$ cat src/hw/rtl/tile_average_color_assert.svh
// assertion macros shared by the rtl
`ifndef TILE_AVERAGE_COLOR_ASSERT_SVH
`define TILE_AVERAGE_COLOR_ASSERT_SVH

// same-cycle implication, off during reset
`define TAC_ASSERT_NOW(label, ante, cons) \
    label: assert property (@(posedge i_clk) disable iff (!i_rst_n) (ante) |-> (cons)) \
        else $error("tile_average_color check failed");

// next-cycle implication, off during reset
`define TAC_ASSERT_NEXT(label, ante, cons) \
    label: assert property (@(posedge i_clk) disable iff (!i_rst_n) (ante) |=> (cons)) \
        else $error("tile_average_color check failed");

`endif

$ cat src/hw/rtl/tac_pkg.sv
package tac_pkg;

    localparam int CH_W       = 8;
    localparam int SUM_W      = 20;
    localparam int COL_W      = 8;
    localparam int ROW_W      = 12;
    localparam int POS_W      = 12;
    localparam int TSIDE_W    = 7;
    localparam int ISIDE_W    = 13;
    localparam int MAX_IMAGE_SIDE = 4096;
    localparam int QUEUE_DEPTH    = 4;

    localparam int DEF_MAX_TILE_COLUMNS = 256;
    localparam int DEF_MAX_TILE_SIDE    = 64;

    localparam logic [TSIDE_W-1:0] RST_TILE_SIDE    = 7'd30;
    localparam logic [ISIDE_W-1:0] RST_IMAGE_WIDTH  = 13'd640;
    localparam logic [ISIDE_W-1:0] RST_IMAGE_HEIGHT = 13'd480;

    // configuration register indexes
    typedef enum logic [1:0] {
        REG_TILE_WIDTH   = 2'd0,
        REG_TILE_HEIGHT  = 2'd1,
        REG_IMAGE_WIDTH  = 2'd2,
        REG_IMAGE_HEIGHT = 2'd3
    } t_reg_idx;

    typedef struct packed {
        logic [TSIDE_W-1:0] tile_width;
        logic [TSIDE_W-1:0] tile_height;
        logic [ISIDE_W-1:0] image_width;
        logic [ISIDE_W-1:0] image_height;
    } t_cfg;

    // one finished tile waiting for its division
    typedef struct packed {
        logic [COL_W-1:0] tile_column;
        logic [ROW_W-1:0] tile_row;
        logic [SUM_W-1:0] sum_red;
        logic [SUM_W-1:0] sum_green;
        logic [SUM_W-1:0] sum_blue;
        logic             frame_done;
    } t_job;

    typedef struct packed {
        logic [$clog2(QUEUE_DEPTH+1)-1:0] count;
        logic                             full;
        logic                             empty;
    } t_q_status;

endpackage

$ cat src/hw/rtl/tac_queue.sv
module tac_queue import tac_pkg::*; (
    input  logic      i_clk,
    input  logic      i_rst_n,
    input  logic      i_push,
    input  t_job      i_job,
    input  logic      i_pop,
    output t_job      o_job,
    output t_q_status o_status
);

    localparam int PW = $clog2(QUEUE_DEPTH);
    localparam int CW = $clog2(QUEUE_DEPTH + 1);

    t_job          r_mem [QUEUE_DEPTH];
    logic [PW-1:0] r_wr, r_rd;
    logic [CW-1:0] r_cnt;
    logic          do_push, do_pop;

    assign do_push = i_push && (r_cnt != CW'(QUEUE_DEPTH));
    assign do_pop  = i_pop && (r_cnt != '0);

    // pointers and fill count
    always_ff @(posedge i_clk) begin
        if (!i_rst_n) begin
            r_wr  <= '0;
            r_rd  <= '0;
            r_cnt <= '0;
        end else begin
            if (do_push) r_wr <= r_wr + PW'(1);
            if (do_pop)  r_rd <= r_rd + PW'(1);
            r_cnt <= r_cnt + CW'(do_push) - CW'(do_pop);
        end
    end

    // storage
    always_ff @(posedge i_clk) begin
        if (do_push) r_mem[r_wr] <= i_job;
    end

    assign o_job          = r_mem[r_rd];
    assign o_status.count = r_cnt;
    assign o_status.full  = r_cnt == CW'(QUEUE_DEPTH);
    assign o_status.empty = r_cnt == '0;

endmodule

$ cat config.mk
export PLATFORM = sky130hd
export DESIGN_NAME = tac_queue
export DESIGN_NICKNAME = d
export VERILOG_FILES = /design/src/hw/rtl/tile_average_color_assert.svh /design/src/hw/rtl/tac_pkg.sv /design/src/hw/rtl/tac_queue.sv
export SDC_FILE = /design/constraint.sdc
export NUM_CORES = 1
export LEC_CHECK = 0
export BUFFER_PORTS_ARGS = -buffer_cell sky130_fd_sc_hd__buf_2
export CORE_UTILIZATION = 55
export CTS_BUF_LIST = sky130_fd_sc_hd__clkbuf_8
export CTS_CLUSTER_SIZE = 12
export DETAILED_ROUTE_END_ITERATION = 7
export HOLD_SLACK_MARGIN = 0.02
export PLACE_DENSITY = 0.77
export SLEW_MARGIN = 40
export SYNTH_ARGS = -nofsm -noshare
export SYNTH_HDL_FRONTEND = slang
export SYNTH_SLANG_ARGS = --single-unit
export TNS_END_PERCENT = 30
$ cat constraint.sdc
create_clock -name i_clk -period 4.5 [get_ports i_clk]
set_clock_uncertainty 0.1 [all_clocks]
set_input_delay 0.45 -clock i_clk [delete_from_list [all_inputs] [get_ports i_clk]]
set_output_delay 0.45 -clock i_clk [all_outputs]
set_load 0.01 [all_outputs]
==> results of run 1 <==
## cells in the final DEF, fill, tap and decap left out, drive strengths merged
cell type,netlist,final
dfxtp,9,9
inv,5,28
clkinv,0,11
a21boi,1,1
or3,1,1
dlygate4sd3,0,80
clkbuf,2,54
ha,6,6
mux4,81,81
buf,18,187
nor2b,3,3
mux2i,2,2
nor3,1,1
fa,1,1
edfxtp,324,324
xnor2,2,2
o21ai,3,3
nand2,6,6
nand4bb,1,1
nor3b,1,1
and2,6,6
## cell type report
class | count | area (sq um) | share of cell area (%)
timing repair buffer | 267 | 1867 | 12.33
tap | 280 | 350.3 | 2.314
sequential | 333 | 9917 | 65.52
inverter | 5 | 18.77 | 0.1240
clock inverter | 34 | 128.9 | 0.8514
clock buffer | 54 | 743.2 | 4.910
multi-input combinational | 115 | 2112 | 13.95
## registers in the layout (all words and copies together), names as in the netlist, named ones only
| name | count |
|---|---|
| r_rd | 2 |
| r_mem | 324 |
| r_cnt | 3 |
| r_wr | 2 |
## worst min-delay path by stage
stage,startpoint,endpoint,slack [ns],cells past startpoint
2_1_floorplan,r_rd[1],register,0.36,2
3_3_place_gp,r_rd[0],register,0.36,2
3_5_place_dp,r_rd[0],register,0.38,2
4_1_cts,i_job[21],r_mem[3][21],0.03,1
5_1_grt,i_job[21],r_mem[1][21],0.04,1
6_report,i_job[21],r_mem[3][21],0.07,1
## through the flow
step | std cells | hold slack [ns] | cell area, sq um | util [%]
floorplan | 473 | 0.3560 | 12250 | -
finish | 1088 | 0.07202 | 15140 | 69.36
global placement | 914 | 0.3596 | 13340 | 61.15
global route | 1088 | 0.03914 | 15140 | 69.36
CTS | 1088 | 0.02863 | 15140 | 69.36
detailed placement | 920 | 0.3767 | 13460 | 61.70
## where the power goes
group | switching [mW] | total [mW] | internal, mW
sequential | 0.130 | 3.89 | 3.76
combinational | 0.833 | 1.68 | 0.850
clock | 1.04 | 2.13 | 1.09
## routing by layer
metal / vias up / global-route usage [%] / part of all wire, %
li1: 2623 / - / -
met1: 3042 / 25.24 / 40
met2: 213 / 33.20 / 51
met3: 39 / 4.970 / 6.1
met4: 0 / 6.600 / 2.1
met5: - / 0 / 0
## cells by family (layout without fill, tap and decap cells)
kind of cell / Yosys count / in the layout / share of synthesized area (%)
and+or+nand+nor: 19 / 19 / 0.9700
adders and majority gates: 7 / 7 / 0.7760
DFF: 333 / 333 / 80.87
xor gates and xnor gates: 2 / 2 / 0.1430
buffers and inverters: 25 / 360 / 1.981
muxes: 83 / 83 / 15.08
AOI/OAI and AO/OA: 4 / 4 / 0.1838
## worst register-to-register path, stage by stage (launching register included)
cell,delay (ns)
dfxtp_1,0.47
nor3b_2,0.09
nor2b_1,0.47
inv_1,0.10
ha_1,0.30
inv_1,0.07
ha_1,0.13
inv_1,0.05
fa_1,0.40
xnor2_1,0.15
xnor2_1,0.12
and2_1,0.18
==> results.sh, run 1 <==
export IMPL_core_sq_mm=0.02182
export IMPL_gp_congestion=0.7614
export IMPL_synthCells=473
export IMPL_max_freq_ghz=0.3427
export IMPL_drc=0
export IMPL_wl_per_cell_um=20.38
export IMPL_synth_edf_count=324
export IMPL_critPathKind="register to output port"
export IMPL_clockBufferDepth=3
export IMPL_cts_tree="built"
export IMPL_cp_endpoint="o_job[16]"
export IMPL_rr_startpoint="r_cnt[1]"
export IMPL_vias=5917
export IMPL_worst_slack_ns=1.582
export IMPL_hp_class="input port to register"
export IMPL_tightest_slew_ns=0.5688
export IMPL_synth_area_leaders="edfxtp_1 79%, mux4_2 15%, dfxtp_1 1.5%"
export IMPL_synth_top_area_share_pct=79.40
export IMPL_power_density_mw_per_mm2=508.8
export IMPL_async_flop_share_pct=0
export IMPL_synthFlopType="edfxtp_1"
export IMPL_htreeDepth=2
export IMPL_drt_pre_antenna_iters=4
export IMPL_hold_viol_final=0
export IMPL_syn_area_per_cell_sq_um=25.91
export IMPL_relSlewSlack_pct=62.00
export IMPL_finalWirelength_um=22170
export IMPL_drive_gt1_share_pct=40.84
export IMPL_cp_depth=4
export IMPL_cts_root_buf="clkbuf_8"
export IMPL_ctsResizeCount=0
export IMPL_period_minus_slack_ns=2.918
export IMPL_numCtsBuffers=51
export IMPL_worstPathRequired_ns=3.95
export IMPL_die_x_um=151.3
export IMPL_cpPeakStageDelay_ns=0.62
export IMPL_die_y_um=151.3
export IMPL_worst_r2r_path_depth=11
export IMPL_area_delta_synth_final_pct=23.52
export IMPL_critPathTopFamily="buffers and inverters"
export IMPL_r2r_slack_ns=1.76
export IMPL_yosysMostFrequentCell="edfxtp_1"
export IMPL_drv_slew=0
export IMPL_ys_seq_area_share_pct=80.87
export IMPL_routed_via_density=5.438
export IMPL_dp_slack_ns=1.795
export IMPL_syn_area_sq_mm=0.01225
export IMPL_ctsHoldBuffers=80
export IMPL_start_util_pct=56.15
export IMPL_slowest_stage="dfxtp_4"
export IMPL_fin_tns_setup_ns=0
export IMPL_synth_top_cell_by_area="edfxtp_1"
export IMPL_insertion_delay_ns=0.54
export IMPL_final_setup_viol_count=0
export IMPL_cp_cell_sequence="buf_12, buf_4, mux4_2, buf_2"
export IMPL_place_hpwl_um=13570
export IMPL_io_buffers=170
export IMPL_fill_cells=1328
export IMPL_p_leak_nw=5.261
export IMPL_reg2reg_to="r_cnt[2]"
export IMPL_synth_cell_types=23
export IMPL_outcome="completed"
export IMPL_yosys_top_cells_count="324 x edfxtp_1, 80 x mux4_2, 9 x buf_2, 9 x dfxtp_1, 8 x buf_12"
export IMPL_ios=171
export IMPL_critPathLaunchType="register"
export IMPL_syn_num_nets=565
export IMPL_clkTransAtPathRegs_ns=0.06
export IMPL_post_cts_buffers=0
export IMPL_path_buf_inv=3
export IMPL_clock_sinks=333
export IMPL_end_kind="output port"
export IMPL_nets=865
export IMPL_grtUsageTotal_pct=19.75
export IMPL_antenna_cells=0
export IMPL_arrival_ns=2.37
export IMPL_first_global_vias=6417
export IMPL_antenna_found_initial=0
export IMPL_grt_pass1_wl_um=33290
export IMPL_grt_ovfl_total=0
export IMPL_ant_nets=0
export IMPL_drt_iter0_drc=314
export IMPL_ys_ff_latch=333
export IMPL_rows=54
export IMPL_crit_fanout=38
export IMPL_yosys_warnings=0
export IMPL_grt_start_max_net_pins=39
export IMPL_power_total_mw=7.701
export IMPL_final_period_utilization_pct=64.84
export IMPL_rsz0062_at_grt="no"
export IMPL_cap_violations=0
export IMPL_dieArea_sq_mm=0.02288
export IMPL_ir_worst_vdd_uv=407.3
Power figures use the tool's default switching activity.
==> inputs of run 2 (changes only) <==
--- a/config.mk
+++ b/config.mk
@@ -6,7 +6,7 @@
 export NUM_CORES = 1
 export LEC_CHECK = 0
 export BUFFER_PORTS_ARGS = -buffer_cell sky130_fd_sc_hd__buf_2
-export CORE_UTILIZATION = 55
+export CORE_UTILIZATION = 53
 export CTS_BUF_LIST = sky130_fd_sc_hd__clkbuf_8
 export CTS_CLUSTER_SIZE = 12
 export DETAILED_ROUTE_END_ITERATION = 7
==> constraint.sdc (replaced) <==
create_clock -name i_clk -period 2.6 [get_ports i_clk]
set_clock_uncertainty 0.1 [all_clocks]
set_input_delay 0.26 -clock i_clk [delete_from_list [all_inputs] [get_ports i_clk]]
set_output_delay 0.26 -clock i_clk [all_outputs]
set_load 0.01 [all_outputs]
==> run 2 against run 1 <==
- wire length grew 2.0%
- non-clock buffer count is 12 higher
- first-iteration DRC count is 26% higher
- largest power group unchanged
- worst hold slack better by 0.11 ns
- setup slack worse by 1.4 ns
- final cell count is 1.7% higher
- register-to-register slack worse by 1.6 ns
- highest routed layer unchanged
- die area is 3.7% higher
- critical path depth increased by 7
- clock power is 86% higher
- largest cell class unchanged
- sequential power rose by 72%
- global-route usage decreased by 0.20 points
==> results.sh, run 2 (synthesized netlist as in run 1, its figures left out) <==
export IMPL_outcome="completed"
export IMPL_dieArea_sq_mm=0.02373
export IMPL_clock_sinks=333
export IMPL_layout_commonest_cell="edfxtp_1"
export IMPL_clkTransAtPathRegs_ns=0.07
export IMPL_critPathLaunchType="register"
export IMPL_rows=55
export IMPL_tightest_slew_ns=0.5672
export IMPL_core_sq_mm=0.02264
export IMPL_gp_congestion=0.7393
export IMPL_slowest_stage="fa_1"
export IMPL_cap_violations=0
export IMPL_p_switching_mw=3.596
export IMPL_arrival_ns=2.80
export IMPL_grtUsageTotal_pct=19.56
export IMPL_insertion_delay_ns=0.56
export IMPL_p_leak_nw=5.330
export IMPL_crit_fanout=4
export IMPL_drv_slew=0
export IMPL_die_x_um=154.1
export IMPL_r2r_slack_ns=0.15
export IMPL_place_hpwl_um=12980
export IMPL_vias=5897
export IMPL_ant_nets=0
export IMPL_htreeDepth=2
export IMPL_ir_worst_vdd_uv=636.2
export IMPL_layout_common_cells="324 x edfxtp_1, 170 x buf_2, 85 x dlygate4sd3_1"
export IMPL_clockBufferDepth=3
export IMPL_power_frac_clock_pct=28.8
export IMPL_nets=876
export IMPL_die_y_um=154.1
export IMPL_reg_top3="r_mem x324, r_cnt x3"
export IMPL_relSlewSlack_pct=62.19
export IMPL_grt_start_max_net_pins=44
export IMPL_wl_per_cell_um=20.43
export IMPL_period_minus_slack_ns=2.445
export IMPL_ios=171
export IMPL_final_cell_area_sq_mm=0.01535
export IMPL_final_period_utilization_pct=94.05
export IMPL_routed_via_density=5.327
export IMPL_p_comb_share_pct=22.5
export IMPL_grt_pass1_wl_um=34930
export IMPL_largest_register_ffs=324
export IMPL_critPathKind="register to register"
export IMPL_hp_class="input port to register"
export IMPL_cts_root_buf="clkbuf_8"
export IMPL_whs_ns=0.1823
export IMPL_final_setup_viol_count=0
export IMPL_antenna_found_initial=0
export IMPL_regMostFlops="r_mem"
export IMPL_hold_viol_final=0
export IMPL_power_density_mw_per_mm2=896.5
export IMPL_antenna_cells=0
export IMPL_start_util_pct=54.13
export IMPL_max_freq_ghz=0.4089
export IMPL_grt_ovfl_total=0
export IMPL_swShare_pct=26.13
export IMPL_io_buffers=170
export IMPL_worstPathRequired_ns=2.95
export IMPL_drc=0
export IMPL_first_global_vias=6563
export IMPL_area_delta_synth_final_pct=25.25
export IMPL_drt_pre_antenna_iters=5
export IMPL_drive_gt1_share_pct=42.34
export IMPL_power_total_mw=13.76
export IMPL_crit_top_cell="inv_1"
export IMPL_power_internal_mw=10.16
export IMPL_cpPeakStageDelay_ns=0.40
export IMPL_drt_iter0_drc=396
export IMPL_finalWirelength_um=22610
export IMPL_end_kind="register"
export IMPL_final_core_util_pct=67.79
export IMPL_rsz0062_at_grt="no"
export IMPL_numCtsBuffers=50
export IMPL_placed_area_sq_mm=0.01350
export IMPL_cp_cell_sequence="nor3b_2, nor2b_1, inv_1, ha_1, inv_1, ha_1, inv_1, fa_1, xnor2_1, xnor2_1, and2_1"
export IMPL_cts_tree="built"
export IMPL_seq_power_share_pct=48.8
run 2: path summary, 6_finish.rpt:
check,from,endpoint,cells past startpoint
max,r_cnt[2],r_cnt[2],11
min,i_push,r_wr[1],4
max reg2reg,r_cnt[2],r_cnt[2],11
min reg2reg,r_rd[0],register,2
run 2: power groups by stage:
stage          clock network, mW  registers [mW]  logic, mW
2_1_floorplan                  0            6.73       2.02
3_3_place_gp                   0            6.78       2.87
3_5_place_dp                   0            6.84       2.93
4_1_cts                     4.06            6.73       3.05
5_1_grt                     4.28            6.75       3.33
6_report                    3.96            6.71       3.09
run 2: cell type report:
class	count	area [sq um]
fill	1409	7292
inverter	5	18.77
tap	285	356.6
timing repair buffer	279	1994
clock inverter	37	212.7
multi-input combinational	115	2118
sequential	333	9918
clock buffer	53	729.5
run 2: metrics by stage:
step / TNS (ns) / std cells / setup slack [ns]
after floorplan: -117.03 / 473 / -0.7224
after global placement: 0 / 925 / 0.3274
after detailed placement: 0 / 925 / 0.1447
after CTS: 0 / 1100 / 0.02042
after global routing: 0 / 1107 / 0.02234
final: 0 / 1107 / 0.1547
run 2: timing repair:
item                       in CTS  in global routing
buffers inserted                0                  7
hold buffers                   85                  0
gates resized for setup         0                  2
setup endpoints to repair       0                 20
hold endpoints to repair      333                  0
run 2: critical path, delay by kind of cell, from the launching register on:
kind	cells	cell delay, ns
xor+xnor	2	0.28
buf+inv	3	0.21
fa+ha+maj	3	0.85
simple gates	3	0.53
flops	1	0.37
run 2: per-layer routing:
layer	up-vias	GRT usage [%]	share of wire [%]	wire [um]
met4	0	6.952	1.6	354
met3	35	5.073	6.0	1350
met1	3032	23.61	39	8798
met5	-	0	0	0
li1	2651	-	-	-
met2	179	34.16	54	12110
==> inputs of run 3 (changes only) <==
==> constraint.sdc (replaced) <==
create_clock -name i_clk -period 2.6 [get_ports i_clk]
set_clock_uncertainty 0.1 [all_clocks]
set_input_delay 0.26 -clock i_clk [delete_from_list [all_inputs] [get_ports i_clk]]
set_output_delay 0.26 -clock i_clk [all_outputs]
set_load 0.005 [all_outputs]
==> run 3 against run 2 <==
- power is 4.7% lower
- cell area is 1.1% lower
- non-clock buffer count is 11 lower
- sequential cell count stayed put
- final cell count is 1.5% lower
- worst hold slack worse by 0.036 ns
- clock-buffer cell count is 2 lower
==> results.sh, run 3 (synthesized netlist as in run 1, its figures left out) <==
export IMPL_die_x_um=154.1
export IMPL_largest_register_ffs=324
export IMPL_worstPathRequired_ns=2.95
export IMPL_post_cts_buffers=0
export IMPL_finalWirelength_um=22740
export IMPL_ir_worst_vdd_uv=580.7
export IMPL_ant_nets=0
export IMPL_drive_gt1_share_pct=41.12
export IMPL_period_minus_slack_ns=2.453
export IMPL_wl_per_cell_um=20.86
export IMPL_grt_start_max_net_pins=44
export IMPL_drt_iter0_drc=307
export IMPL_ctsResizeCount=0
export IMPL_dp_slack_ns=0.1053
export IMPL_antenna_cells=0
export IMPL_relSlewSlack_pct=77.90
export IMPL_hold_viol_final=0
export IMPL_whs_ns=0.1463
export IMPL_nets=864
export IMPL_vias=5839
export IMPL_r2r_slack_ns=0.15
export IMPL_insertion_delay_ns=0.56
export IMPL_placed_area_sq_mm=0.01351
export IMPL_clock_sinks=333
export IMPL_place_inst=923
export IMPL_tightest_slew_ns=0.3296
export IMPL_final_setup_viol_count=0
export IMPL_core_sq_mm=0.02264
export IMPL_hp_class="input port to register"
export IMPL_rsz0062_at_grt="no"
export IMPL_power_density_mw_per_mm2=864.2
export IMPL_cts_tree="built"
export IMPL_grtUsageTotal_pct=19.75
export IMPL_place_hpwl_um=12980
export IMPL_rows=55
export IMPL_layout_cells_non_filler=1090
export IMPL_cts_root_buf="clkbuf_8"
export IMPL_final_period_utilization_pct=94.34
export IMPL_critPathLaunchType="register"
export IMPL_worst_slack_ns=0.1472
export IMPL_final_core_util_pct=67.02
export IMPL_p_leak_nw=5.240
export IMPL_grt_ovfl_total=0
export IMPL_htreeDepth=2
export IMPL_critPathKind="register to register"
export IMPL_regArea_sq_mm=0.009917
export IMPL_start_util_pct=54.13
export IMPL_grt_pass1_wl_um=35020
export IMPL_numCtsBuffers=49
export IMPL_gp_congestion=0.7410
export IMPL_io_buffers=170
export IMPL_regMostFlops="r_mem"
export IMPL_routed_via_density=5.357
export IMPL_reg_top3="r_mem x324, r_cnt x3"
export IMPL_drv_slew=0
export IMPL_die_y_um=154.1
export IMPL_crit_fanout=5
export IMPL_clkTransAtPathRegs_ns=0.07
export IMPL_drt_pre_antenna_iters=5
export IMPL_antenna_found_initial=0
export IMPL_clockBufferDepth=3
export IMPL_layout_commonest_cell="edfxtp_1"
export IMPL_layout_common_cells="324 x edfxtp_1, 170 x buf_2, 83 x dlygate4sd3_1"
export IMPL_power_total_mw=13.11
export IMPL_multi_input_area_sq_mm=0.002112
export IMPL_outcome="completed"
export IMPL_cap_violations=0
export IMPL_first_global_vias=6565
export IMPL_final_cell_area_sq_mm=0.01517
export IMPL_end_kind="register"
export IMPL_ios=171
export IMPL_drc=0
export IMPL_max_freq_ghz=0.4077
export IMPL_ctsHoldBuffers=83
export IMPL_dieArea_sq_mm=0.02373
export IMPL_area_delta_synth_final_pct=23.82
export IMPL_fin_tns_setup_ns=0
export IMPL_fill_cells=1410
export IMPL_arrival_ns=2.80
## run 3: worst paths after layout
path	start	endpoint	cells after the start
setup / recovery	r_cnt[1]	r_cnt[2]	10
hold / removal	i_push	r_wr[0]	4
setup reg to reg	r_cnt[1]	r_cnt[2]	10
hold reg to reg	r_wr[0]	r_wr[0]	2
## run 3: power by group
part / switching, mW / leakage, nW / internal (mW)
sequential: 0.172 / 3.04 / 6.50
combinational: 1.32 / 1.70 / 1.49
clock: 1.83 / 0.495 / 1.80
## run 3: routing by layer
metal	wire, um	GRT usage, %	share of wire (%)
met1	9020	23.83	40
met2	11940	34.48	53
met3	1343	5.637	5.9
met4	436	6.190	1.9
met5	0	0	0
## run 3: worst max-delay path, stage by stage, from the launching register on
cell and delay [ns]:
dfxtp_1 0.39, nor3_2 0.36, nor2b_1 0.13, ha_1 0.29, inv_1 0.06, ha_1 0.13, inv_1 0.05, fa_1 0.40
xnor2_1 0.15, xnor2_1 0.12, and2_1 0.17
## run 3: cell type report
cell class | instances | share of cell area (%)
clock buffer | 51 | 4.626
clock inverter | 33 | 0.8906
inverter | 5 | 0.1237
multi-input combinational | 115 | 13.92
sequential | 333 | 65.36
tap | 285 | 2.350
timing repair buffer | 268 | 12.73
