`config.mk`:
```
export PLATFORM = sky130hd
export DESIGN_NAME = tac_back_flat
export DESIGN_NICKNAME = d
export VERILOG_FILES = /design/src/hw/rtl/tile_average_color_assert.svh /design/src/hw/rtl/tac_pkg.sv /design/src/hw/rtl/tac_if.sv /design/src/hw/rtl/tac_back.sv /design/src/flat_wrapper.sv
export SDC_FILE = /design/constraint.sdc
export NUM_CORES = 1
export LEC_CHECK = 0
export ABC_AREA = 1
export BUFFER_PORTS_ARGS = -buffer_cell sky130_fd_sc_hd__buf_2
export CAP_MARGIN = 20
export CELL_PAD_IN_SITES_DETAIL_PLACEMENT = 1
export CELL_PAD_IN_SITES_GLOBAL_PLACEMENT = 1
export CORE_MARGIN = 2
export CORE_UTILIZATION = 35
export DETAILED_ROUTE_END_ITERATION = 10
export PLACE_DENSITY_LB_ADDON = 0.1
export SLEW_MARGIN = 30
export SYNTH_ARGS = -nofsm -noshare
export SYNTH_HDL_FRONTEND = slang
export SYNTH_SLANG_ARGS = --single-unit
```
`constraint.sdc`:
```
create_clock -name i_clk -period 6.4 [get_ports i_clk]
set_input_delay 0.32 -clock i_clk [delete_from_list [all_inputs] [get_ports i_clk]]
set_output_delay 0.32 -clock i_clk [all_outputs]
set_load 0.03 [all_outputs]
```
`src/hw/rtl/tile_average_color_assert.svh`:
```
// assertion macros shared by the rtl
`ifndef TILE_AVERAGE_COLOR_ASSERT_SVH
`define TILE_AVERAGE_COLOR_ASSERT_SVH

// same-cycle implication, off during reset
`define TAC_ASSERT_NOW(label, ante, cons) \
    label: assert property (@(posedge i_clk) disable iff (!i_rst_n) (ante) |-> (cons)) \
        else $error("tile_average_color check failed");

// next-cycle implication, off during reset
`define TAC_ASSERT_NEXT(label, ante, cons) \
    label: assert property (@(posedge i_clk) disable iff (!i_rst_n) (ante) |=> (cons)) \
        else $error("tile_average_color check failed");

`endif

```
`src/hw/rtl/tac_pkg.sv`:
```
package tac_pkg;

    localparam int CH_W       = 8;
    localparam int SUM_W      = 20;
    localparam int COL_W      = 8;
    localparam int ROW_W      = 12;
    localparam int POS_W      = 12;
    localparam int TSIDE_W    = 7;
    localparam int ISIDE_W    = 13;
    localparam int MAX_IMAGE_SIDE = 4096;
    localparam int QUEUE_DEPTH    = 4;

    localparam int DEF_MAX_TILE_COLUMNS = 256;
    localparam int DEF_MAX_TILE_SIDE    = 64;

    localparam logic [TSIDE_W-1:0] RST_TILE_SIDE    = 7'd30;
    localparam logic [ISIDE_W-1:0] RST_IMAGE_WIDTH  = 13'd640;
    localparam logic [ISIDE_W-1:0] RST_IMAGE_HEIGHT = 13'd480;

    // configuration register indexes
    typedef enum logic [1:0] {
        REG_TILE_WIDTH   = 2'd0,
        REG_TILE_HEIGHT  = 2'd1,
        REG_IMAGE_WIDTH  = 2'd2,
        REG_IMAGE_HEIGHT = 2'd3
    } t_reg_idx;

    typedef struct packed {
        logic [TSIDE_W-1:0] tile_width;
        logic [TSIDE_W-1:0] tile_height;
        logic [ISIDE_W-1:0] image_width;
        logic [ISIDE_W-1:0] image_height;
    } t_cfg;

    // one finished tile waiting for its division
    typedef struct packed {
        logic [COL_W-1:0] tile_column;
        logic [ROW_W-1:0] tile_row;
        logic [SUM_W-1:0] sum_red;
        logic [SUM_W-1:0] sum_green;
        logic [SUM_W-1:0] sum_blue;
        logic             frame_done;
    } t_job;

    typedef struct packed {
        logic [$clog2(QUEUE_DEPTH+1)-1:0] count;
        logic                             full;
        logic                             empty;
    } t_q_status;

endpackage

```
`src/hw/rtl/tac_if.sv`:
```


interface tac_tile_if import tac_pkg::*; ();
    logic             valid;
    logic             ready;
    logic [COL_W-1:0] tile_column;
    logic [ROW_W-1:0] tile_row;
    logic [CH_W-1:0]  average_red;
    logic [CH_W-1:0]  average_green;
    logic [CH_W-1:0]  average_blue;
    logic             frame_done;

    modport source (output valid, tile_column, tile_row, average_red, average_green,
                    average_blue, frame_done, input ready);
    modport sink   (input valid, tile_column, tile_row, average_red, average_green,
                    average_blue, frame_done, output ready);
endinterface


```
`src/hw/rtl/tac_back.sv`:
```
module tac_back import tac_pkg::*; #(
    parameter int MAX_TILE_SIDE = DEF_MAX_TILE_SIDE
) (
    input  logic                                 i_clk,
    input  logic                                 i_rst_n,
    input  logic [2*$clog2(MAX_TILE_SIDE+1)-1:0] i_area,
    input  logic                                 i_q_empty,
    input  t_job                                 i_job,
    output logic                                 o_pop,
    tac_tile_if.source                           o_tile
);

    localparam int AW = 2 * $clog2(MAX_TILE_SIDE + 1);
    localparam int KW = $clog2(SUM_W + 1);

    typedef enum logic [2:0] {
        S_IDLE = 3'b001,
        S_DIV  = 3'b010,
        S_DONE = 3'b100
    } t_state;

    t_state           r_state, n_state;
    logic [KW-1:0]    r_step;
    logic [SUM_W-1:0] r_q   [3];
    logic [AW:0]      r_rem [3];
    logic [SUM_W-1:0] n_q   [3];
    logic [AW:0]      n_rem [3];
    logic [AW:0]      trial [3];
    logic [COL_W-1:0] r_col;
    logic [ROW_W-1:0] r_row;
    logic             r_fend, r_out_valid, out_free;

    assign out_free = !r_out_valid || o_tile.ready;
    assign o_pop    = (r_state == S_IDLE) && !i_q_empty;

    // one restoring division step per channel
    always_comb begin
        for (int c = 0; c < 3; c++) begin
            trial[c] = {r_rem[c][AW-1:0], r_q[c][SUM_W-1]};
            if (trial[c] >= {1'b0, i_area}) begin
                n_rem[c] = trial[c] - {1'b0, i_area};
                n_q[c]   = {r_q[c][SUM_W-2:0], 1'b1};
            end else begin
                n_rem[c] = trial[c];
                n_q[c]   = {r_q[c][SUM_W-2:0], 1'b0};
            end
        end
    end

    always_comb begin
        n_state = r_state;
        unique case (r_state)
            S_IDLE: if (!i_q_empty) n_state = S_DIV;
            S_DIV:  if (r_step == KW'(SUM_W - 1)) n_state = S_DONE;
            S_DONE: if (out_free) n_state = S_IDLE;
            default: n_state = S_IDLE;
        endcase
    end

    // control
    always_ff @(posedge i_clk) begin
        if (!i_rst_n) begin
            r_state     <= S_IDLE;
            r_out_valid <= 1'b0;
        end else begin
            r_state <= n_state;
            if (r_state == S_DONE && out_free) r_out_valid <= 1'b1;
            else if (o_tile.ready)             r_out_valid <= 1'b0;
        end
    end

    // divider datapath
    always_ff @(posedge i_clk) begin
        unique case (r_state)
            S_IDLE: begin
                r_step   <= '0;
                r_q[0]   <= i_job.sum_red;
                r_q[1]   <= i_job.sum_green;
                r_q[2]   <= i_job.sum_blue;
                r_rem[0] <= '0;
                r_rem[1] <= '0;
                r_rem[2] <= '0;
                r_col    <= i_job.tile_column;
                r_row    <= i_job.tile_row;
                r_fend   <= i_job.frame_done;
            end
            S_DIV: begin
                r_step <= r_step + KW'(1);
                for (int c = 0; c < 3; c++) begin
                    r_q[c]   <= n_q[c];
                    r_rem[c] <= n_rem[c];
                end
            end
            S_DONE: begin
            end
            default: begin
            end
        endcase
    end

    // output register, averages saturate at full scale
    always_ff @(posedge i_clk) begin
        if (r_state == S_DONE && out_free) begin
            o_tile.tile_column   <= r_col;
            o_tile.tile_row      <= r_row;
            o_tile.frame_done    <= r_fend;
            o_tile.average_red   <= (r_q[0] > SUM_W'(255)) ? 8'hFF : CH_W'(r_q[0]);
            o_tile.average_green <= (r_q[1] > SUM_W'(255)) ? 8'hFF : CH_W'(r_q[1]);
            o_tile.average_blue  <= (r_q[2] > SUM_W'(255)) ? 8'hFF : CH_W'(r_q[2]);
        end
    end

    assign o_tile.valid = r_out_valid;

endmodule

```
`src/flat_wrapper.sv`:
```
// flat-port wrapper written by rule: the top's interface ports become plain ports
module tac_back_flat import tac_pkg::*;
#(
    parameter int MAX_TILE_SIDE = DEF_MAX_TILE_SIDE
)
  (i_clk, i_rst_n, i_area, i_q_empty, i_job, o_pop, o_tile_valid, o_tile_tile_column, o_tile_tile_row, o_tile_average_red, o_tile_average_green, o_tile_average_blue, o_tile_frame_done, o_tile_ready);
  tac_tile_if o_tile_i ();
  input  logic i_clk;
  input  logic i_rst_n;
  input  logic [2*$clog2(MAX_TILE_SIDE+1)-1:0] i_area;
  input  logic i_q_empty;
  input  t_job i_job;
  output logic o_pop;
  output wire logic [$bits(o_tile_i.valid)-1:0] o_tile_valid;
  output wire logic [$bits(o_tile_i.tile_column)-1:0] o_tile_tile_column;
  output wire logic [$bits(o_tile_i.tile_row)-1:0] o_tile_tile_row;
  output wire logic [$bits(o_tile_i.average_red)-1:0] o_tile_average_red;
  output wire logic [$bits(o_tile_i.average_green)-1:0] o_tile_average_green;
  output wire logic [$bits(o_tile_i.average_blue)-1:0] o_tile_average_blue;
  output wire logic [$bits(o_tile_i.frame_done)-1:0] o_tile_frame_done;
  input wire logic [$bits(o_tile_i.ready)-1:0] o_tile_ready;
  assign o_tile_valid = o_tile_i.valid;
  assign o_tile_tile_column = o_tile_i.tile_column;
  assign o_tile_tile_row = o_tile_i.tile_row;
  assign o_tile_average_red = o_tile_i.average_red;
  assign o_tile_average_green = o_tile_i.average_green;
  assign o_tile_average_blue = o_tile_i.average_blue;
  assign o_tile_frame_done = o_tile_i.frame_done;
  assign o_tile_i.ready = o_tile_ready;
  tac_back #(.MAX_TILE_SIDE(MAX_TILE_SIDE)) u_core (.i_clk(i_clk), .i_rst_n(i_rst_n), .i_area(i_area), .i_q_empty(i_q_empty), .i_job(i_job), .o_pop(o_pop), .o_tile(o_tile_i));
endmodule
```
==> results of run 1 <==
-- state kept, by name, summed over array words and instances, names as in the netlist --
signal and count:
u_core.o_tile.average_blue 8, u_core.r_rem 42, u_core.o_tile.average_red 8, u_core.r_step 5
u_core.o_tile.tile_column 8, u_core.r_col 8, u_core.o_tile.tile_row 12, u_core.o_tile.valid 1
u_core.r_fend 1, u_core.o_tile.frame_done 1, u_core.r_state 3, u_core.r_q 60
u_core.o_tile.average_green 8, u_core.r_row 12
-- cells in the mapped netlist (all sizes together) (2+ instances only) --
cell	n
nor2	147
nand2	408
ha	46
o21bai	2
xnor2	12
nand4	23
o21ai	50
nand3	47
inv	192
edfxtp	173
fa	3
clkbuf	10
a31oi	2
a21oi	16
xor2	9
nor4	6
dfxtp	4
buf	16
and2	5
nor3	8
-- layout make-up --
class	count	area (sq um)
tap	384	480
timing repair buffer	151	774
sequential	177	5280
clock inverter	15	210
fill	3520	16700
antenna	3	7.51
multi-input combinational	789	3960
clock buffer	17	425
inverter	192	726
-- layer usage --
layer | vias to the layer above | wire [um] | part of all wire (%)
met5 | - | 88 | 0.33
met4 | 14 | 450 | 1.7
met3 | 44 | 1570 | 5.8
met2 | 124 | 12500 | 47
met1 | 3688 | 12300 | 46
li1 | 4071 | - | -
-- final timing paths --
check | from | endpoint | slack (ns) | depth (start not counted)
worst min-delay path | i_job[80] | u_core.r_col[7] | 0.05 | 1
worst max-delay path | u_core.r_state[0] | u_core.r_rem[0][6] | 3.57 | 6
worst max register to register | u_core.r_state[0] | u_core.r_rem[0][6] | 3.57 | 6
worst min register to register | u_core.r_col[4] | u_core.o_tile.tile_column[4] | 0.42 | 0
-- logic make-up (layout without fill, tap and decap cells) --
group | count (synthesis) | count (layout) | share of synthesized area (%)
simple gates | 647 | 647 | 26.7
buf+inv | 218 | 375 | 8.80
flops | 177 | 177 | 52.3
compound gates | 72 | 72 | 4.03
fa+ha+maj | 49 | 49 | 6.31
xor+xnor | 21 | 21 | 1.82
other cells | 0 | 3 | 0
-- power by group --
part,internal (W),switching (W),total (W)
combinational,0.000290,0.000604,0.000895
clock,0.000574,0.000562,0.00114
sequential,0.00145,0.0000661,0.00152
total,0.00232,0.00123,0.00355
-- metrics by stage --
stage	worst slack, ns	utilization, %	instances	area [sq um]
floorplan	1.03	-	1184	10100
global placement	3.56	39.2	1693	11200
detailed placement	3.54	39.3	1693	11200
CTS	3.48	41.5	1725	11800
global route	3.33	41.5	1726	11900
finish	3.57	41.5	1728	11900
==> results.md, run 1 <==
* Worst IR drop on VDD at about 0.00017 V
* Buffer and inverter count on the worst path at 4
* Layer with the highest usage: met2
* Sequential share of the synthesized area at 52.3%
* Top delay family on crit path: buffers and inverters
* Top-area cell type share of the netlist area at 51.5%
* Cell area after technology mapping at approximately 0.010 sq mm
* Kind of capture point of the worst setup path: register
* CP startpoint kind: register
* Aggregate negative setup slack at 0 ns
* Hold-fix buffer count after cts at 0
* Grt ovf at 0
* Cell type of the slowest stage on the worst timing path: sky130_fd_sc_hd__buf_4
* Weighted congestion reported at the end of routability-driven placement at 0.785
* Global Route met3 Usage at ~6%
* Mapped Cells at roughly 1200
* Commonest non-fill, non-tap cells in the layout: sky130_fd_sc_hd__nand2_1, sky130_fd_sc_hd__inv_1, sky130_fd_sc_hd__edfxtp_1
* Cell Chain, Critical Path: inv_1 -> nor3_2 -> buf_4 -> inv_1 -> nand2_4 -> buf_4
* Detailed-route DRC error count at 0
* Clock tree from TritonCTS: built
* Final Net Count at approximately 1500
* Share of layout cells above drive strength 1 at between 15 and 20%
* Hold WC Path Type: in -> reg
* Slew HR at about 47%
* Result of the run: finished clean
* Die Footprint at a little over 0.03 sq mm
* Worst stage delay on the critical path at ~0.76 ns
* Count of vias placed by the detailed router at just under 8000
* Max Root-Sink Buffers at 2
* Average cell area after synthesis at 8.51 sq um
* Sinks on the clock net at ~180
* Cell type with the largest total area after synthesis: sky130_fd_sc_hd__edfxtp_1
* Sum of routed wire length over all layers at 26900 um
* Worst hold slack at approximately 0.046 ns
* Leakage power at between 5 and 6 nW
* Synthesized net count at 1332
* Number of storage elements in the synthesis netlist at about 180
* Measured slew at the worst slew-check pin at around 0.8 ns
* Synth cell types at 42
* Avg WL per Cell at about 16 um
* Post-cts gate resize count at 0
* Number of setup buffers added after CTS at 0
* Met2 Track Usage GR at 30.4%
* Die span in y at 174 um
* IO Count at 146
* Pwr Density at 299 mW/mm^2
* Global-route wire length before repair at roughly 44000 um
* Number of antenna violations at the first check in global routing at 11
* Number of hold-slack violations in the final timing report at 0
* Signal arrival time at the worst endpoint at just under 3 ns
* Final critical-path required period at ~2.8 ns
* Number of enable-type register cells in the synthesized netlist at roughly 170
* Dpl hpwl at between 20000 and 25000 um
* Area growth from synthesis to layout at 17.6%
* Worst setup path category: reg -> reg
* Required time of the critical path at about 6.5 ns
* Detail Route Antenna Nets at 0
* Highest clock frequency the design can meet at 353 MHz
* Overall routing resource usage at between 10% and 20%
* Share of synthesized flip-flops with an asynchronous set or reset at 0%
* Total power after layout at roughly 0.0035 W
* Port Buffer Count at roughly 150
* Initial detailed-routing violation count at 300
* Global routing usage on met1 at between 20% and 30%
* Clock root buffer: sky130_fd_sc_hd__clkbuf_16
* Worst clock skew at 0.0204 ns
* Final setup violating endpoints at 0
* Max-cap violations at 0
* Number of CTS-inserted buffers at 17
* Setup repair after global routing missed its margin: false
* Top area cells in the synthesized netlist: sky130_fd_sc_hd__edfxtp_1, sky130_fd_sc_hd__nand2_1, sky130_fd_sc_hd__inv_1, sky130_fd_sc_hd__ha_1, sky130_fd_sc_hd__nor2_1
* Width of the die at between 150 and 200 um
* CTS clock-pin slew for the worst setup and hold paths at approximately 0.09 ns
* Crit share post-route at about 44%
* Maximum net fanout on the critical path at 55
* Via count of the first global-routing pass at about 8300
* Slew Viols, Final at 0
* Commonest register cell after synthesis: sky130_fd_sc_hd__edfxtp_1
* Number of standard-cell rows in the floorplan at between 60 and 70
* Core ar. at between 0.02 and 0.03 sq mm
* Total number of yosys warnings at 0
* Worst skew pair latency at around 0.44 ns
* Starting density of the core at between 30% and 40%
* Total iterations of the first detailed-routing run at 4
* Pin count of the biggest net entering global routing at about 100
* CTS H-tree depth at 4
* Avg Vias per Cell at 4.60
* Leading cell type in the layout, fill and taps excluded: sky130_fd_sc_hd__nand2_1
Power figures use the tool's default switching activity.
==> run 2, diff against run 1 <==
clock period = 2.8 ns   (was 6.4 ns; I/O delays follow)
==> run 2 against run 1 <==
Compared with the run above: worst hold slack worse by 0.044 ns; sequential cell count unchanged; non-clock buffer count grew 82; clock-buffer cell count unchanged; critical path type unchanged; critical endpoint is now u_core.r_rem[0][27]; highest routed layer unchanged.
==> results.md, run 2 (synthesis gave the netlist of run 1 again) <==
* Result of the run: finished clean (unchanged)
* Port Buffer Count at 145 (unchanged)
* Weighted congestion reported at the end of routability-driven placement at 0.783 (was 0.785)
* Proportion of total power due to net switching at 35.0% (was 34.7%)
* Part of the total power dissipated in combinational logic at 26.5% (was 25.2%)
* Flip-flop count of the largest register after layout at 60 (unchanged)
* Starting density of the core at 35.3% (unchanged)
* Via count of the first global-routing pass at 8896 (was 8310)
* Setup repair after global routing missed its margin: false (unchanged)
* Pwr Density at 653 mW/mm^2 (was 299 mW/mm^2)
* IO Count at 146 (unchanged)
* CTS clock-pin slew for the worst setup and hold paths at 0.08 ns (was 0.09 ns)
* Final Net Count at 1558 (was 1476)
* Cell Count Post-Placement at 1697 (was 1693)
* Commonest non-fill, non-tap cells in the layout: sky130_fd_sc_hd__nand2_1, sky130_fd_sc_hd__inv_1, sky130_fd_sc_hd__edfxtp_1 (unchanged)
* Hold WC Path Type: in -> reg (unchanged)
* Sinks on the clock net at 177 (unchanged)
* Overall routing resource usage at 19.5% (was 18.5%)
* Clock tree from TritonCTS: built (unchanged)
* Final critical-path required period at 2.40 ns (was 2.83 ns)
* Post-cts gate resize count at 0 (unchanged)
* Area growth from synthesis to layout at 26.3% (was 17.6%)
* Crit share post-route at 85.8% (was 44.2%)
* Number of hold-slack violations in the final timing report at 0 (unchanged)
* Avg Vias per Cell at 4.62 (was 4.60)
* Initial detailed-routing violation count at 407 (was 300)
* Count of vias placed by the detailed router at 8351 (was 7941)
* Slew Viols, Final at 0 (unchanged)
* Final setup violating endpoints at 0 (unchanged)
* Detail Route Antenna Nets at 0 (unchanged)
* Leakage power at 5.95 nW (was 5.58 nW)
* Worst clock skew at 0.0216 ns (was 0.0204 ns)
* Leading cell type in the layout, fill and taps excluded: sky130_fd_sc_hd__nand2_1 (unchanged)
* Aggregate negative setup slack at 0 ns (unchanged)
* Max-cap violations at 0 (unchanged)
* Kind of capture point of the worst setup path: register (unchanged)
* Highest clock frequency the design can meet at 416 MHz (was 353 MHz)
* Global-route wire length before repair at 46600 um (was 43900 um)
* Max Root-Sink Buffers at 2 (unchanged)
* Pin count of the biggest net entering global routing at 59 (was 104)
* Cell internal pwr at 0.00541 W (was 0.00232 W)
* Number of standard-cell rows in the floorplan at 62 (unchanged)
* CTS H-tree depth at 4 (unchanged)
* Sequential fraction of design power at 41.8% (was 42.8%)
* Maximum net fanout on the critical path at 20 (was 55)
* Clock root buffer: sky130_fd_sc_hd__clkbuf_16 (unchanged)
* Largest registers ranked by flip-flop count: u_core.r_q (60), u_core.r_rem (42) (unchanged)
* Slew HR at 56.6% (was 47.3%)
* Share of layout cells above drive strength 1 at 15.8% (was 16.6%)
* Signal arrival time at the worst endpoint at 2.61 ns (was 2.89 ns)
* Post-Place Setup Slack at 0.372 ns (was 3.54 ns)
* Detailed-route DRC error count at 0 (unchanged)
* Final setup margin at 0.399 ns (was 3.57 ns)
* Avg WL per Cell at 15.7 um (was 15.6 um)
* Measured slew at the worst slew-check pin at 0.651 ns (was 0.791 ns)
* Biggest register: u_core.r_q (unchanged)
* Grt ovf at 0 (unchanged)
* Die span in y at 174 um (unchanged)
* Core ar. at 0.0285 sq mm (unchanged)
* Die Footprint at 0.0302 sq mm (unchanged)
* Number of CTS-inserted buffers at 17 (unchanged)
* Switching power at 0.00291 W (was 0.00123 W)
* Cell Chain, Critical Path: ha_1 -> nand2_1 -> nor2_2 -> and2_1 -> nand2_2 -> nand3_2 -> inv_2 -> nor2_1 -> nor2_1 (was inv_1 -> nor3_2 -> buf_4 -> inv_1 -> nand2_4 -> buf_4)
* Cell type of the slowest stage on the worst timing path: sky130_fd_sc_hd__ha_1 (was sky130_fd_sc_hd__buf_4)
* Post-layout instance count excluding filler cells at 1809 (was 1728)
* Dpl hpwl at 20700 um (was 20000 um)
* Required time of the critical path at 3.01 ns (was 6.46 ns)
* Worst setup path category: reg -> reg (unchanged)
* Fillers at 3454 (was 3520)
* Width of the die at 174 um (unchanged)
* Relative contribution of the clock network to total power at 31.7% (was 32.0%)
* Cell repeated most along the worst path: sky130_fd_sc_hd__nor2_1
* Number of antenna violations at the first check in global routing at 3 (was 11)
* Worst skew pair latency at 0.45 ns (was 0.44 ns)
* Number of setup buffers added after CTS at 0 (unchanged)
* Sum of routed wire length over all layers at 28500 um (was 26900 um)
* Worst IR drop on VDD at 0.000346 V (was 0.000169 V)
* CP startpoint kind: register (unchanged)
* Worst stage delay on the critical path at 0.44 ns (was 0.76 ns)
* Total iterations of the first detailed-routing run at 5 (was 4)
* Hold-fix buffer count after cts at 78 (was 0)
run 2: cell count changes in the layout (fill, tap and decap cells not counted), moves of 2 or more:
cell	previous run	this run
sky130_fd_sc_hd__buf_12	0	4
sky130_fd_sc_hd__dlygate4sd3_1	0	78
sky130_fd_sc_hd__inv_6	5	2
sky130_fd_sc_hd__nor3_1	3	5
sky130_fd_sc_hd__nor3_2	5	2
run 2: stage by stage:
stage,hold WS [ns],total power [W],instance area [sq um],utilization (%)
after floorplan,0.239,0.00504,10100,-
after global placement,0.317,0.00563,11300,39.6
after detailed placement,0.319,0.00566,11300,39.6
after CTS,0.000652,0.00840,12700,44.6
after global routing,0.0303,0.00882,12700,44.6
final,0.00199,0.00832,12700,44.6
run 2: worst paths after layout:
path	cells after the start	slack (ns)	startpoint	endpoint
max	9	0.40	u_core.r_rem[0][26]	u_core.r_rem[0][27]
min	3	0.002	i_job[49]	u_core.r_q[0][8]
max reg2reg	9	0.40	u_core.r_rem[0][26]	u_core.r_rem[0][27]
min reg2reg	0	0.41	u_core.r_col[4]	u_core.o_tile.tile_column[4]
run 2: layout make-up:
cell class | instances | area (sq um) | share of cell area (%)
inverters | 192 | 726 | 5.70
clock buffers | 17 | 425 | 3.34
multi-input cells | 789 | 3970 | 31.1
clock inverters | 15 | 228 | 1.79
repair buffers | 233 | 1630 | 12.8
diodes | 2 | 5.00 | 0.0393
well taps | 384 | 480 | 3.77
flip-flops and latches | 177 | 5280 | 41.4
run 2: power groups by stage:
stage,clock (W),sequential (W),combinational [W]
finish,0.00264,0.00348,0.00220
CTS,0.00269,0.00348,0.00223
global placement,0,0.00352,0.00211
global route,0.00278,0.00352,0.00252
detailed placement,0,0.00354,0.00212
floorplan,0,0.00348,0.00156
run 2: layer usage:
layer | routed length (um) | global-route usage, % | part of all wire (%) | up-vias
met3 | 1120 | 3.68 | 3.9 | 33
met1 | 13000 | 24.8 | 46 | 3945
met2 | 13800 | 34.0 | 49 | 139
met5 | 13 | 0 | 0.046 | -
met4 | 466 | 5.22 | 1.6 | 2
li1 | - | - | - | 4232
run 2: worst max-delay path: cells and delay by family (launching register included):
kind	cells	cell delay (ns)
flip-flops	1	0.43
buffers and inverters	1	0.13
AND/OR/NAND/NOR	7	1.15
adder cells (fa/ha/maj)	1	0.44
